===== src/frgcd_pkg.sv =====
`timescale 1ns / 1ps

package frgcd_pkg;

  // commands from the controller to the datapath
  typedef struct packed {
    logic load;       // capture an input item
    logic gcd_step;   // one binary gcd step
    logic latch_g;    // take the finished gcd as divisor
    logic div_init;   // start a division
    logic div_den;    // division works on the denominator magnitude
    logic div_step;   // one restoring division step
    logic save_num;   // keep the numerator quotient
    logic commit;     // move the result into the output registers
  } frgcd_cmd_t;

  // status from the datapath to the controller
  typedef struct packed {
    logic special;    // zero numerator or zero denominator
    logic gcd_done;   // one gcd operand has reached zero
  } frgcd_stat_t;

endpackage


===== src/fraction_reduce_gcd_core.sv =====
// fraction_reduce_gcd_core: reduces a signed fraction to lowest terms
//
// input channel: in_valid/in_ready with in_numerator and in_denominator,
// both two's complement. result channel: out_valid/out_ready with
// out_reduced_numerator (signed, carries the sign), out_reduced_denominator
// (positive) and out_zero_denominator. a zero denominator gives 0/1 with
// the flag set, a zero numerator gives 0/1 with the flag clear.
//
// one item is worked on at a time by a shared datapath: a binary gcd that
// takes one step a cycle (at most 2*WIDTH steps), then two restoring
// divisions by the same divider, first of the numerator magnitude and
// then of the denominator magnitude. zero inputs skip the gcd and the
// divisions. the next item is taken in the cycle after the commit, so
// no new item is taken while the last one is still in work.
//
// the result sits in its own output register, so a new item is accepted
// while the previous result waits for out_ready. if the receiver stalls,
// the finished item waits in the controller until the output register
// frees up. reset (rst_n low, synchronous) empties the block.
`timescale 1ns / 1ps

module fraction_reduce_gcd_core
  import frgcd_pkg::*;
#(
  parameter int WIDTH = 32
) (
  input  logic              clk,
  input  logic              rst_n,
  input  logic              in_valid,
  output logic              in_ready,
  input  logic [WIDTH-1:0]  in_numerator,
  input  logic [WIDTH-1:0]  in_denominator,
  output logic              out_valid,
  input  logic              out_ready,
  output logic [WIDTH-1:0]  out_reduced_numerator,
  output logic [WIDTH-2:0]  out_reduced_denominator,
  output logic              out_zero_denominator
);

  frgcd_cmd_t  cmd;
  frgcd_stat_t stat;

  // sequencing: gcd loop, numerator division, denominator division, commit
  frgcd_ctrl #(
    .WIDTH (WIDTH)
  ) u_ctrl (
    .clk       (clk),
    .rst_n     (rst_n),
    .in_valid  (in_valid),
    .in_ready  (in_ready),
    .out_valid (out_valid),
    .out_ready (out_ready),
    .stat      (stat),
    .cmd       (cmd)
  );

  // magnitudes, gcd registers, shared divider and output registers
  frgcd_datapath #(
    .WIDTH (WIDTH)
  ) u_datapath (
    .clk             (clk),
    .in_numerator    (in_numerator),
    .in_denominator  (in_denominator),
    .cmd             (cmd),
    .stat            (stat),
    .res_numerator   (out_reduced_numerator),
    .res_denominator (out_reduced_denominator),
    .res_zero_den    (out_zero_denominator)
  );

  // a flagged zero denominator always reads as 0/1
  assert property (@(posedge clk) disable iff (!rst_n)
    out_valid && out_zero_denominator |->
      out_reduced_numerator == '0 && out_reduced_denominator == (WIDTH-1)'(1))
    else $error("zero denominator result is not 0/1");

  // the denominator of a result is never zero
  assert property (@(posedge clk) disable iff (!rst_n)
    out_valid |-> out_reduced_denominator != '0)
    else $error("reduced denominator is zero");

  // one item at a time: after an accept the input side is closed
  assert property (@(posedge clk) disable iff (!rst_n)
    in_valid && in_ready |=> !in_ready)
    else $error("input accepted while an item is in work");

endmodule


===== src/frgcd_ctrl.sv =====
`timescale 1ns / 1ps

module frgcd_ctrl
  import frgcd_pkg::*;
#(
  parameter int WIDTH = 32
) (
  input  logic        clk,
  input  logic        rst_n,
  input  logic        in_valid,
  output logic        in_ready,
  output logic        out_valid,
  input  logic        out_ready,
  input  frgcd_stat_t stat,
  output frgcd_cmd_t  cmd
);

  localparam int CW = $clog2(WIDTH);

  typedef enum logic [2:0] {
    S_IDLE,
    S_GCD,
    S_DIVN,
    S_MID,
    S_DIVD,
    S_DONE
  } state_t;

  state_t          state_r, state_nxt;
  logic [CW-1:0]   cnt_r, cnt_nxt;
  logic            out_valid_r, out_valid_nxt;
  logic            last_step;

  assign last_step = (cnt_r == CW'(WIDTH - 1));
  assign in_ready  = (state_r == S_IDLE);
  assign out_valid = out_valid_r;

  always_comb begin
    state_nxt     = state_r;
    cnt_nxt       = cnt_r;
    out_valid_nxt = out_valid_r && !out_ready;
    cmd           = '0;
    case (state_r)
      S_IDLE: begin
        if (in_valid) begin
          cmd.load  = 1'b1;
          state_nxt = S_GCD;
        end
      end
      S_GCD: begin
        if (stat.special) begin
          state_nxt = S_DONE;
        end else if (stat.gcd_done) begin
          cmd.latch_g  = 1'b1;
          cmd.div_init = 1'b1;
          cnt_nxt      = '0;
          state_nxt    = S_DIVN;
        end else begin
          cmd.gcd_step = 1'b1;
        end
      end
      S_DIVN: begin
        cmd.div_step = 1'b1;
        cnt_nxt      = cnt_r + 1'b1;
        if (last_step) begin
          state_nxt = S_MID;
        end
      end
      S_MID: begin
        cmd.save_num = 1'b1;
        cmd.div_init = 1'b1;
        cmd.div_den  = 1'b1;
        cnt_nxt      = '0;
        state_nxt    = S_DIVD;
      end
      S_DIVD: begin
        cmd.div_step = 1'b1;
        cnt_nxt      = cnt_r + 1'b1;
        if (last_step) begin
          state_nxt = S_DONE;
        end
      end
      S_DONE: begin
        if (!out_valid_r || out_ready) begin
          cmd.commit    = 1'b1;
          out_valid_nxt = 1'b1;
          state_nxt     = S_IDLE;
        end
      end
      default: begin
        state_nxt = S_IDLE;
      end
    endcase
  end

  always_ff @(posedge clk) begin
    if (!rst_n) begin
      state_r     <= S_IDLE;
      cnt_r       <= '0;
      out_valid_r <= 1'b0;
    end else begin
      state_r     <= state_nxt;
      cnt_r       <= cnt_nxt;
      out_valid_r <= out_valid_nxt;
    end
  end

endmodule


===== src/frgcd_datapath.sv =====
`timescale 1ns / 1ps

module frgcd_datapath
  import frgcd_pkg::*;
#(
  parameter int WIDTH = 32
) (
  input  logic              clk,
  input  logic [WIDTH-1:0]  in_numerator,
  input  logic [WIDTH-1:0]  in_denominator,
  input  frgcd_cmd_t        cmd,
  output frgcd_stat_t       stat,
  output logic [WIDTH-1:0]  res_numerator,
  output logic [WIDTH-2:0]  res_denominator,
  output logic              res_zero_den
);

  localparam int CW = $clog2(WIDTH);
  localparam logic [WIDTH-1:0] MAX_MAG = {1'b0, {(WIDTH-1){1'b1}}};

  logic [WIDTH-1:0] a_r, b_r, nmag_r, dmag_r, g_r, rem_r, quo_r, qn_r;
  logic [CW-1:0]    k_r;
  logic             neg_r, zd_r, zn_r;
  logic [WIDTH-1:0] out_num_r;
  logic [WIDTH-2:0] out_den_r;
  logic             out_zd_r;

  logic             nneg, dneg;
  logic [WIDTH-1:0] nmag, dmag;
  logic [WIDTH-1:0] diff_ab, diff_ba;
  logic             a_ge_b;
  logic [WIDTH:0]   shifted, trial;
  logic             fits;
  logic [WIDTH-1:0] qn_sat, qd_sat;

  assign nneg = in_numerator[WIDTH-1];
  assign dneg = in_denominator[WIDTH-1];
  // most negative value maps to magnitude 2^(WIDTH-1) as unsigned
  assign nmag = nneg ? (~in_numerator + 1'b1) : in_numerator;
  assign dmag = dneg ? (~in_denominator + 1'b1) : in_denominator;

  assign a_ge_b  = (a_r >= b_r);
  assign diff_ab = a_r - b_r;
  assign diff_ba = b_r - a_r;

  assign shifted = {rem_r, quo_r[WIDTH-1]};
  assign trial   = shifted - {1'b0, g_r};
  assign fits    = ~trial[WIDTH];

  assign qn_sat = qn_r[WIDTH-1]  ? MAX_MAG : qn_r;
  assign qd_sat = quo_r[WIDTH-1] ? MAX_MAG : quo_r;

  assign stat.special  = zd_r || zn_r;
  assign stat.gcd_done = (a_r == '0) || (b_r == '0);

  assign res_numerator   = out_num_r;
  assign res_denominator = out_den_r;
  assign res_zero_den    = out_zd_r;

  always_ff @(posedge clk) begin
    if (cmd.load) begin
      a_r    <= nmag;
      b_r    <= dmag;
      nmag_r <= nmag;
      dmag_r <= dmag;
      k_r    <= '0;
      neg_r  <= nneg ^ dneg;
      zd_r   <= (dmag == '0);
      zn_r   <= (nmag == '0);
    end
    // binary gcd: strip common twos, halve a lone even operand, else halve the difference of two odds
    if (cmd.gcd_step) begin
      if (!a_r[0] && !b_r[0]) begin
        a_r <= a_r >> 1;
        b_r <= b_r >> 1;
        k_r <= k_r + 1'b1;
      end else if (!a_r[0]) begin
        a_r <= a_r >> 1;
      end else if (!b_r[0]) begin
        b_r <= b_r >> 1;
      end else if (a_ge_b) begin
        a_r <= diff_ab >> 1;
      end else begin
        b_r <= diff_ba >> 1;
      end
    end
    if (cmd.latch_g) begin
      g_r <= (a_r | b_r) << k_r;
    end
    if (cmd.div_init) begin
      rem_r <= '0;
      quo_r <= cmd.div_den ? dmag_r : nmag_r;
    end
    // restoring division, one quotient bit per step
    if (cmd.div_step) begin
      rem_r <= fits ? trial[WIDTH-1:0] : shifted[WIDTH-1:0];
      quo_r <= {quo_r[WIDTH-2:0], fits};
    end
    if (cmd.save_num) begin
      qn_r <= quo_r;
    end
    if (cmd.commit) begin
      out_zd_r <= zd_r;
      if (zd_r || zn_r) begin
        out_num_r <= '0;
        out_den_r <= (WIDTH-1)'(1);
      end else begin
        out_num_r <= neg_r ? (~qn_sat + 1'b1) : qn_sat;
        out_den_r <= qd_sat[WIDTH-2:0];
      end
    end
  end

endmodule


===== config.mk =====
export PLATFORM = sky130hd
export DESIGN_NAME = fraction_reduce_gcd_core
export DESIGN_NICKNAME = d
export VERILOG_FILES = /design/src/frgcd_pkg.sv /design/src/fraction_reduce_gcd_core.sv /design/src/frgcd_ctrl.sv /design/src/frgcd_datapath.sv
export SDC_FILE = /design/constraint.sdc
export NUM_CORES = 1
export LEC_CHECK = 0
export BUFFER_PORTS_ARGS = -buffer_cell sky130_fd_sc_hd__buf_2
export CORE_UTILIZATION = 65
export DETAILED_ROUTE_END_ITERATION = 10
export GPL_TIMING_DRIVEN = 0
export PLACE_DENSITY = 0.9
export SETUP_SLACK_MARGIN = 0.2
export SLEW_MARGIN = 25
export SYNTH_ARGS = -nofsm -noshare
export SYNTH_HDL_FRONTEND = slang
export SYNTH_SLANG_ARGS = --single-unit

===== constraint.sdc =====
create_clock -name clk -period 12.3 [get_ports clk]
set_input_delay 1.845 -clock clk [delete_from_list [all_inputs] [get_ports clk]]
set_output_delay 1.845 -clock clk [all_outputs]
set_load 0.01 [all_outputs]

# Yosys cells after proc, flatten, opt, wreduce, memory -nomap -nowiden
# Index checks and enable logic that the tools add are counted.
[totals] out_inout_bits=66 regBits=337 wordCells=117 input_bits=68
[classes] bitwise_logic=6 n_eq_ne=13 shifts=1 order_cmp=1 n_mux=49 n_addsub=8 reduce_logical=20
[op_table] operator="$mux 32" count=21
[op_table] operator="$logic_not 32->1" count=4
[op_table] operator="$add 32x1->32 const B" count=3
[op_table] operator="$not 32->32" count=3
[op_table] operator="$sub 32x32->32" count=2
[op_table] operator="$mux 31" count=2
[op_table] operator="$sub 33x32->33" count=1
[op_table] operator="$ge 32x32->1" count=1
[op_table] operator="$or 32x32->32" count=1
[op_table] operator="$shl 32x5->32" count=1
[op_table] operator="$mux 5" count=5
[op_table] operator="$mux 3" count=7
[op_table] operator="$pmux 3 s6" count=1
[op_table] operator="$pmux 5 s3" count=1
[op_table] operator="$add 5x1->5 const B" count=2
[op_table] operator="$mux 1" count=9
[op_table] operator="$eq 3x2->1 const B" count=2
[op_table] operator="$eq 3x3->1 const B" count=2
[op_table] operator="$ne 2x1->1 const B" count=3
[op_table] operator="$ne 2x2->1 const B" count=3
[op_table] operator="$eq 5x5->1 const B" count=1
[op_table] operator="$reduce_and 5->1" count=1
[op_table] operator="$logic_not 1->1" count=4
[op_table] operator="$mux 2" count=2
[op_table] operator="12 further kinds" count=16

# Logic depth before layout (Yosys ltp)
# Gate-level depths: netlist of run 1.
[depth] depth_word=9 ltp_mapped=15 ltp_nobuf=13

# Hierarchy
# A second synthesis of run 1 with hierarchy kept.
[unflattened] hier_cells=2501 area_unflattened_um2=23112.2
[by_module_without_submodules] mod="frgcd_datapath" instances=1 cells_per_inst=2428 area_per_inst_um2=22549.1
[by_module_without_submodules] mod="frgcd_ctrl" instances=1 cells_per_inst=73 area_per_inst_um2=563.0

# Worst setup path before layout of run 1
# Ideal clock, no wire load.
[synth_path] path_kind="input to register" startpoint="input out_ready" endpoint="register u_datapath.out_den_r[0], in the netlist u_datapath.res_denominator[0], enable pin" path_buffers=0 slack_ns=6.979 arrival_ns=4.827 cell_stages=2 required_ns=11.806 setup_time_ns=0.494 cell_sequence="nand2b_1 nor2b_1"
[synth_lines] element="from (decl)" line="fraction_reduce_gcd_core.sv:34" rtl="input logic out_ready,"
[synth_lines] element="to (signal assigned)" line="frgcd_datapath.sv:106" rtl="out_den_r <= (WIDTH-1)'(1);"
[synth_lines] element="to (signal assigned)" line="frgcd_datapath.sv:109" rtl="out_den_r <= qd_sat[WIDTH-2:0];"
[synth_lines] element="to (decl)" line="frgcd_datapath.sv:25" rtl="logic [WIDTH-2:0] out_den_r;"

# Final worst setup path of run 1
[layout_path] startpoint="input in_numerator[6]" endpoint="register u_datapath.zn_r, data pin"
[layout_between] elab_chain_cells=4
[layout_lines] element="from (decl)" line="fraction_reduce_gcd_core.sv:31" rtl="input logic [WIDTH-1:0] in_numerator,"
[layout_lines] element="$not 32->32" line="frgcd_datapath.sv:39" rtl="assign nmag = nneg ? (~in_numerator + 1'b1) : in_numerator;"
[layout_lines] element="$add 32x1->32" line="frgcd_datapath.sv:39"
[layout_lines] element="$mux 32 (*)" line="frgcd_datapath.sv:39"
[layout_lines] element="$logic_not 32->1 (*)" line="frgcd_datapath.sv:69" rtl="zn_r <= (nmag == '0);"
[layout_lines] element="to (signal assigned)" line="frgcd_datapath.sv:69"
[layout_lines] element="to (decl)" line="frgcd_datapath.sv:23" rtl="logic neg_r, zd_r, zn_r;"
# Every way passes the cells marked *; elsewhere a longest branch is shown, timed or not.
# A chain may end at the register's enable or synchronous reset.

==> results.txt, run 1 <==
Leakage power = 9.70 nW
Worst Hold Class = flop to flop
Clock Latency Late Sink = 0.54 ns
RSZ-0062 raised after global routing = no
TritonCTS clock tree = built
Total power density per cell area = 218 nW/um2
Synth Area in XOR/XNOR = 6.39%
Num CTS Buffers = 36
CTS clk-pin slew, worst paths = 0.06 ns
Top cells by count, synth = nor2_1, edfxtp_1, nand2_1
Post-CTS sizing = 0
GRT Util Overall = 39.7%
Hold depth = 0
Leading area contributor after synthesis = edfxtp_1
Final setup margin = 7.44 ns
Most numerous cell in the Yosys netlist = nor2_1
Die Span Y = 188 um
CP endpoint kind = flop
Setup bufs post-CTS = 0
Row count = 67
FF-to-FF setup slack = 7.50 ns
First-pass GRT wire length = 109,000 um
Worst Hold Path EP = u_datapath.qn_r[21]$_DFFE_PP_
Chip Width = 188 um
R2R Path Start = u_datapath.qn_r[31]$_DFFE_PP_
Layout net count = 2,814
Mapped Nets = 2,640
Final WL = 70,900 um
DRC violations left = 0
Post-synth EDFFs = 259
Area growth from synthesis to layout = 11.2%
CTS Sinks = 337
Avg WL per Cell = 23.0 um
Worst path arrival time = 5.17 ns
Pre-CTS setup slack = 6.97 ns
Async S/R FF share, synth = 0%
GR Overflow Total = 0
Yosys warns = 0
Routability congestion estimate = 1.08
Largest net degree at the start of global routing = 61
Final slew viol count = 0
Worst hold start = u_datapath.quo_r[21]$_DFFE_PP_
Compound-Gate Fraction of Synth Area = 17.3%
Post-synthesis register bit count = 337
CP Launch Type = input pin
Mux share of post-synthesis cell area = 5.31%
Mapped Avg Cell Area = 9.22 um2
CTS Buffer Depth = 3
Largest family of logic cells by synthesized area = compound AO/OA/AOI/OAI gates
Fin crit share = 39.5%
Max cap viols = 0
Maximum net fanout on the critical path = 6
Clk_skew = 0.0189 ns
Final Hold Fails = 0
Tightest Pin Transition = 0.965 ns
Sequential area share after synthesis = 41.6%
# fillers = 2,421
Placed Instance Area = 23,800 um2
Via Count = 20.5k
WHS = 0.482 ns
Simple-Gate Fraction of Synth Area = 16.4%
Clock root cell = clkbuf_16
Vias in the first global route = 19.3k
Core Area = 33,800 um2
Share of layout cells above drive strength 1 = 10.3%
CP Data Required Time = 12.61 ns
Critical Path Start = in_numerator[6]
Tmin final = 4.86 ns
Syn Inst Count = 2,436
R2R depth = 14
Share of the synthesized area in the top cell type = 34.6%
H-Tree Depth = 2
Die area = 35,300 um2
Initial antenna violation count = 1
Relative slew margins = 35.1%
Status = finished, final reports clean
Final setup fails = 0
Setup TNS after final layout = 0 ns
I/O Pins = 134
Drt initial violations = 2,595
Final Power = 0.00546 W
Worst vdd ir = 0.226 mV
Main synth FF type = edfxtp_1
Starting Density = 66.5%
Post-Synth Adder-Cell Area = 7.68%
DRT Pass-1 Iters = 7
RR Endpoint = u_datapath.res_numerator[30]$_SDFFCE_PN0P_
Achievable Freq = 0.206 GHz
PortBufs = 131
Via/cell ratio = 6.65
DRT antenna net count = 0
Synth unique cells = 82
Mapped Area = 22,500 um2
Synth top area cells = edfxtp_1, ha_1, dfxtp_1
Crit path kind = input pin to flop
Post-DP HPWL = 54,800 um
Hold buffers post-CTS = 0
Final instance area = 25,000 um2
==> layout by cell type (no fill, tap or decap), drive strengths merged, types with 12 or more instances in the layout <==
master    n
a211oi   32
a21o     16
a21oi   152
a22oi    19
a31oi    40
buf     154
clkbuf  153
dfxtp    78
edfxtp  259
ha      133
inv     182
mux2     14
mux2i    45
mux4     26
nand2   216
nand2b   24
nand3    26
nand4    22
nor2    325
nor2b    27
nor3     37
nor4     40
o211ai   19
o21a     12
o21ai   133
o21bai   22
o22ai    24
o31ai    35
o41ai    14
or3      23
or4      20
xnor2   115
xor2     49
==> power breakdown <==
group / switching (W) / total [W] / internal (W) / leakage (nW)
Clock: 0.000459 / 0.00109 / 0.000626 / 0.553
Combinational: 0.00175 / 0.00276 / 0.00101 / 6.10
Sequential: 0.000200 / 0.00161 / 0.00141 / 3.04
==> metal layers <==
metal	GRT usage (%)	vias to the layer above	wire length (um)
met5	0	-	0
met4	21.9	0	4450
met3	6.36	275	7920
met2	64.4	1486	32300
met1	50.9	9625	26200
li1	-	9151	-
==> metrics by stage <==
step,cells,util (%)
finish,3087,74.0
global route,3084,73.9
CTS,3083,73.9
detailed placement,3020,70.5
global placement,3015,70.1
floorplan,2436,-
==> cells by family after synthesis <==
group | after synthesis
buffers and inverters | 310
flip-flops | 337
adder cells (fa/ha/maj) | 136
multiplexers | 85
AO/OA/AOI/OAI | 602
AND/OR/NAND/NOR | 802
XOR/XNOR | 164
==> sequential cells by signal (all words and copies together), names as in the netlist <==
name / count
u_datapath.quo_r: 32
u_datapath.b_r: 32
u_datapath.res_numerator: 32
u_datapath.zn_r: 1
u_datapath.neg_r: 1
u_datapath.zd_r: 1
u_ctrl.out_valid: 1
u_ctrl.cnt_r: 5
u_datapath.a_r: 32
u_datapath.rem_r: 32
u_datapath.res_denominator: 31
u_ctrl.state_r: 3
u_datapath.res_zero_den: 1
u_datapath.g_r: 32
u_datapath.qn_r: 32
u_datapath.dmag_r: 32
u_datapath.k_r: 5
u_datapath.nmag_r: 32
==> critical path, cell delays in order <==
cell,delay (ns)
buf_2,0.14
nor4_1,0.43
nand3b_1,0.15
or4_1,0.54
or2_1,0.26
clkbuf_1,0.16
o41ai_1,0.39
xor2_1,0.43
nand4_1,0.13
nor4_1,0.26
nand4_1,0.14
nor3_1,0.29
==> final cells by class <==
type | instances | area (um2) | area share (%)
well taps | 448 | 561 | 2.24
clock buffers | 41 | 920 | 3.68
inverters | 180 | 676 | 2.70
clock inverters | 22 | 236 | 0.946
flip-flops and latches | 337 | 9340 | 37.4
diodes | 4 | 10.0 | 0.0401
repair buffers | 136 | 771 | 3.08
plain buffers | 130 | 523 | 2.09
multi-input cells | 1789 | 12000 | 47.8
==> worst max path at each step <==
stage,depth (start not counted),slack [ns],end
after detailed placement,12,6.97,u_datapath.zn_r$_DFFE_PP_
after global placement,7,5.92,u_datapath.a_r[31]$_DFF_P_
after global routing,14,7.26,u_datapath.res_numerator[30]$_SDFFCE_PN0P_
after floorplan,2,6.98,u_datapath.res_denominator[0]$_SDFFCE_PP1P_
after CTS,12,7.48,u_datapath.zn_r$_DFFE_PP_
final,12,7.44,u_datapath.zn_r$_DFFE_PP_
Note: power is estimated with default switching activity, not from simulation.
==> run 2, diff against run 1 <==
--- a/config.mk
+++ b/config.mk
@@ -6,10 +6,10 @@
 export NUM_CORES = 1
 export LEC_CHECK = 0
 export BUFFER_PORTS_ARGS = -buffer_cell sky130_fd_sc_hd__buf_2
-export CORE_UTILIZATION = 65
+export CORE_UTILIZATION = 62
 export DETAILED_ROUTE_END_ITERATION = 10
 export GPL_TIMING_DRIVEN = 0
-export PLACE_DENSITY = 0.9
+export PLACE_DENSITY = 0.87
 export SETUP_SLACK_MARGIN = 0.2
 export SLEW_MARGIN = 25
 export SYNTH_ARGS = -nofsm -noshare
==> constraint.sdc (replaced) <==
create_clock -name clk -period 4.85 [get_ports clk]
set_input_delay 0.7275 -clock clk [delete_from_list [all_inputs] [get_ports clk]]
set_output_delay 0.7275 -clock clk [all_outputs]
set_load 0.01 [all_outputs]
==> run 2 against run 1 <==
Critical path depth rose by 2. Clock-buffer cell count rose by 5. Sequential power rose to 2.5 times the previous value. Die area rose by 4.8%. Total power rose to 2.5 times the previous value. Non-clock buffer count did not move. Design area rose by 0.34%.
==> results.txt, run 2 (synthesis gave the netlist of run 1 again) <==
GRT Util Overall = 38.3% (-1.4 points)
DRT antenna net count = 0 (unchanged)
Post-CTS sizing = 0 (unchanged)
Final slew viol count = 0 (unchanged)
Slowest CP cell = edfxtp_1
# fillers = 2,679 (+11%)
Share of layout cells above drive strength 1 = 10.5% (+0.19 points)
FF-to-FF setup slack = 0.40 ns (-7.10 ns)
RSZ-0062 raised after global routing = yes
CP endpoint kind = flop
Leakage power = 9.72 nW (+0.20%)
CP Launch Type = flop
Via/cell ratio = 6.48 (-2.6%)
Achievable Freq = 0.225 GHz
Total power density per cell area = 554 nW/um2 (+150%)
Avg WL per Cell = 22.8 um (-0.97%)
Worst vdd ir = 0.552 mV (+140%)
Kind of cell adding the most delay to the critical path = simple AND/OR/NAND/NOR gates
Starting Density = 63.1% (-3.3 points)
Setup bufs post-CTS = 0 (unchanged)
Critical Path Start = u_datapath.qn_r[31]$_DFFE_PP_
Final setup margin = 0.405 ns (-7.03 ns)
Area of the multi-input gates = 12,000 um2 (+0.16%)
Initial antenna violation count = 11 (+10)
Worst hold start = in_denominator[0]
CP Data Required Time = 5.11 ns (-7.50 ns)
Die Span Y = 192 um (+2.4%)
CP bufs+invs = 3 (+1)
Hold depth = 1 (+1)
Clock root cell = clkbuf_16
Clock Latency Late Sink = 0.54 ns (about the same)
Tightest Pin Transition = 1.01 ns (+0.0479 ns)
Chip Width = 192 um (+2.4%)
Tmin final = 4.45 ns
Vias in the first global route = 18.9k (-2.2%)
Core Area = 35,600 um2 (+5.3%)
Largest net degree at the start of global routing = 53 (-13%)
Relative slew margins = 31.6% (-3.5 points)
Fin crit share = 91.7%
Max incr delay on CP = 0.51 ns (-0.03 ns)
Post-DP HPWL = 55,700 um (+1.7%)
Most common cell after layout, fill and taps aside = nor2_1
PortBufs = 131 (unchanged)
Register area = 9340 um2 (unchanged)
Row count = 69 (+3.0%)
Worst Hold Path EP = u_datapath.dmag_r[0]$_DFFE_PP_
Final setup fails = 0 (unchanged)
Via Count = 20.1k (-2.0%)
Final WL = 70,700 um (-0.30%)
RR Endpoint = u_datapath.res_numerator[30]$_SDFFCE_PN0P_
Final Power = 0.0139 W (+150%)
R2R depth = 14 (unchanged)
Commonest cells after routing, fill and taps aside = nor2_1, edfxtp_1, nand2_1
Hold buffers post-CTS = 0 (unchanged)
CTS Buffer Depth = 3 (unchanged)
Maximum net fanout on the critical path = 10 (+4)
Critical path, cell by cell = clkbuf_1, clkbuf_2, clkbuf_1, nor2_1, ha_1, nand2_1, or4_1, o21ai_2, nand2_1, a21o_1, nand2b_1, or3_1, a211oi_1, a211oi_1
R2R Path Start = u_datapath.qn_r[31]$_DFFE_PP_
Die area = 37,000 um2 (+4.8%)
Routability congestion estimate = 1.07 (-1.0%)
GR Overflow Total = 0 (unchanged)
Max cap viols = 0 (unchanged)
Crit path kind = flop to flop
Area growth from synthesis to layout = 11.6%
Layout net count = 2,813 (-0.036%)
First-pass GRT wire length = 107,000 um (-1.3%)
Pre-CTS setup slack = 0.248 ns (-6.72 ns)
DRC violations left = 0 (unchanged)
Worst Hold Class = input pin to flop
Drt initial violations = 2,410 (-7.1%)
Clk_skew = 0.0245 ns (+0.00557 ns)
H-Tree Depth = 2 (unchanged)
CTS clk-pin slew, worst paths = 0.07 ns (about the same)
CTS Sinks = 337 (unchanged)
I/O Pins = 134 (unchanged)
Num CTS Buffers = 35 (-2.8%)
Worst path arrival time = 4.71 ns (-0.46 ns)
Status = finished, final reports clean
Final Hold Fails = 0 (unchanged)
DRT Pass-1 Iters = 8 (+1)
TritonCTS clock tree = built
[run 2: layout make-up]
cell class / count / share of cell area (%)
multi-input combinational: 1789 / 47.7
sequential: 337 / 37.3
clock buffer: 46 / 3.78
timing repair buffer: 136 / 3.04
inverter: 180 / 2.70
tap: 461 / 2.30
buffer: 130 / 2.11
clock inverter: 18 / 0.963
antenna: 11 / 0.110
[run 2: worst max path at each step]
stage                                                        to  slack [ns]  cells past startpoint
finish               u_datapath.res_numerator[30]$_SDFFCE_PN0P_        0.40                     14
global route         u_datapath.res_numerator[30]$_SDFFCE_PN0P_        0.19                     14
CTS                  u_datapath.res_numerator[30]$_SDFFCE_PN0P_        0.24                     14
detailed placement   u_datapath.res_numerator[30]$_SDFFCE_PN0P_        0.25                     14
global placement                     u_datapath.a_r[31]$_DFF_P_       -0.41                      7
floorplan           u_datapath.res_denominator[0]$_SDFFCE_PP1P_        0.65                      2
[run 2: worst reg2reg max path: stages, from the launching register on]
cell      delay, ns
edfxtp_1       0.51
clkbuf_1       0.28
clkbuf_2       0.28
clkbuf_1       0.29
nor2_1         0.30
ha_1           0.26
nand2_1        0.09
or4_1          0.48
o21ai_2        0.32
nand2_1        0.22
a21o_1         0.27
nand2b_1       0.20
or3_1          0.34
a211oi_1       0.25
a211oi_1       0.07
[run 2: layer usage]
metal  global-route usage (%)  part of all wire (%)  vias to the layer above
li1                         -                     -                     9156
met1                     49.6                    39                     9463
met2                     61.8                    45                     1242
met3                     5.29                   9.5                      268
met4                     21.6                   6.4                        2
met5                        0                 0.013                        -
[run 2: power breakdown]
group | total [W] | leakage (nW) | internal [W] | switching, W
sequential | 0.00409 | 3.04 | 0.00357 | 0.000525
combinational | 0.00698 | 6.11 | 0.00256 | 0.00442
clock | 0.00282 | 0.567 | 0.00166 | 0.00115
total | 0.0139 | 9.72 | 0.00779 | 0.00610
[run 2: per-stage QoR]
step                hold slack (ns)  setup TNS (ns)  util, %  cell area [um2]  instances
finish                        0.456               0     70.5            25100       3108
global route                  0.449               0     70.5            25100       3107
CTS                           0.443               0     70.3            25000       3097
detailed placement            0.466               0     67.0            23800       3033
global placement              0.463          -10.45     66.6            23700       3028
floorplan                     0.442               0        -            22500       2436
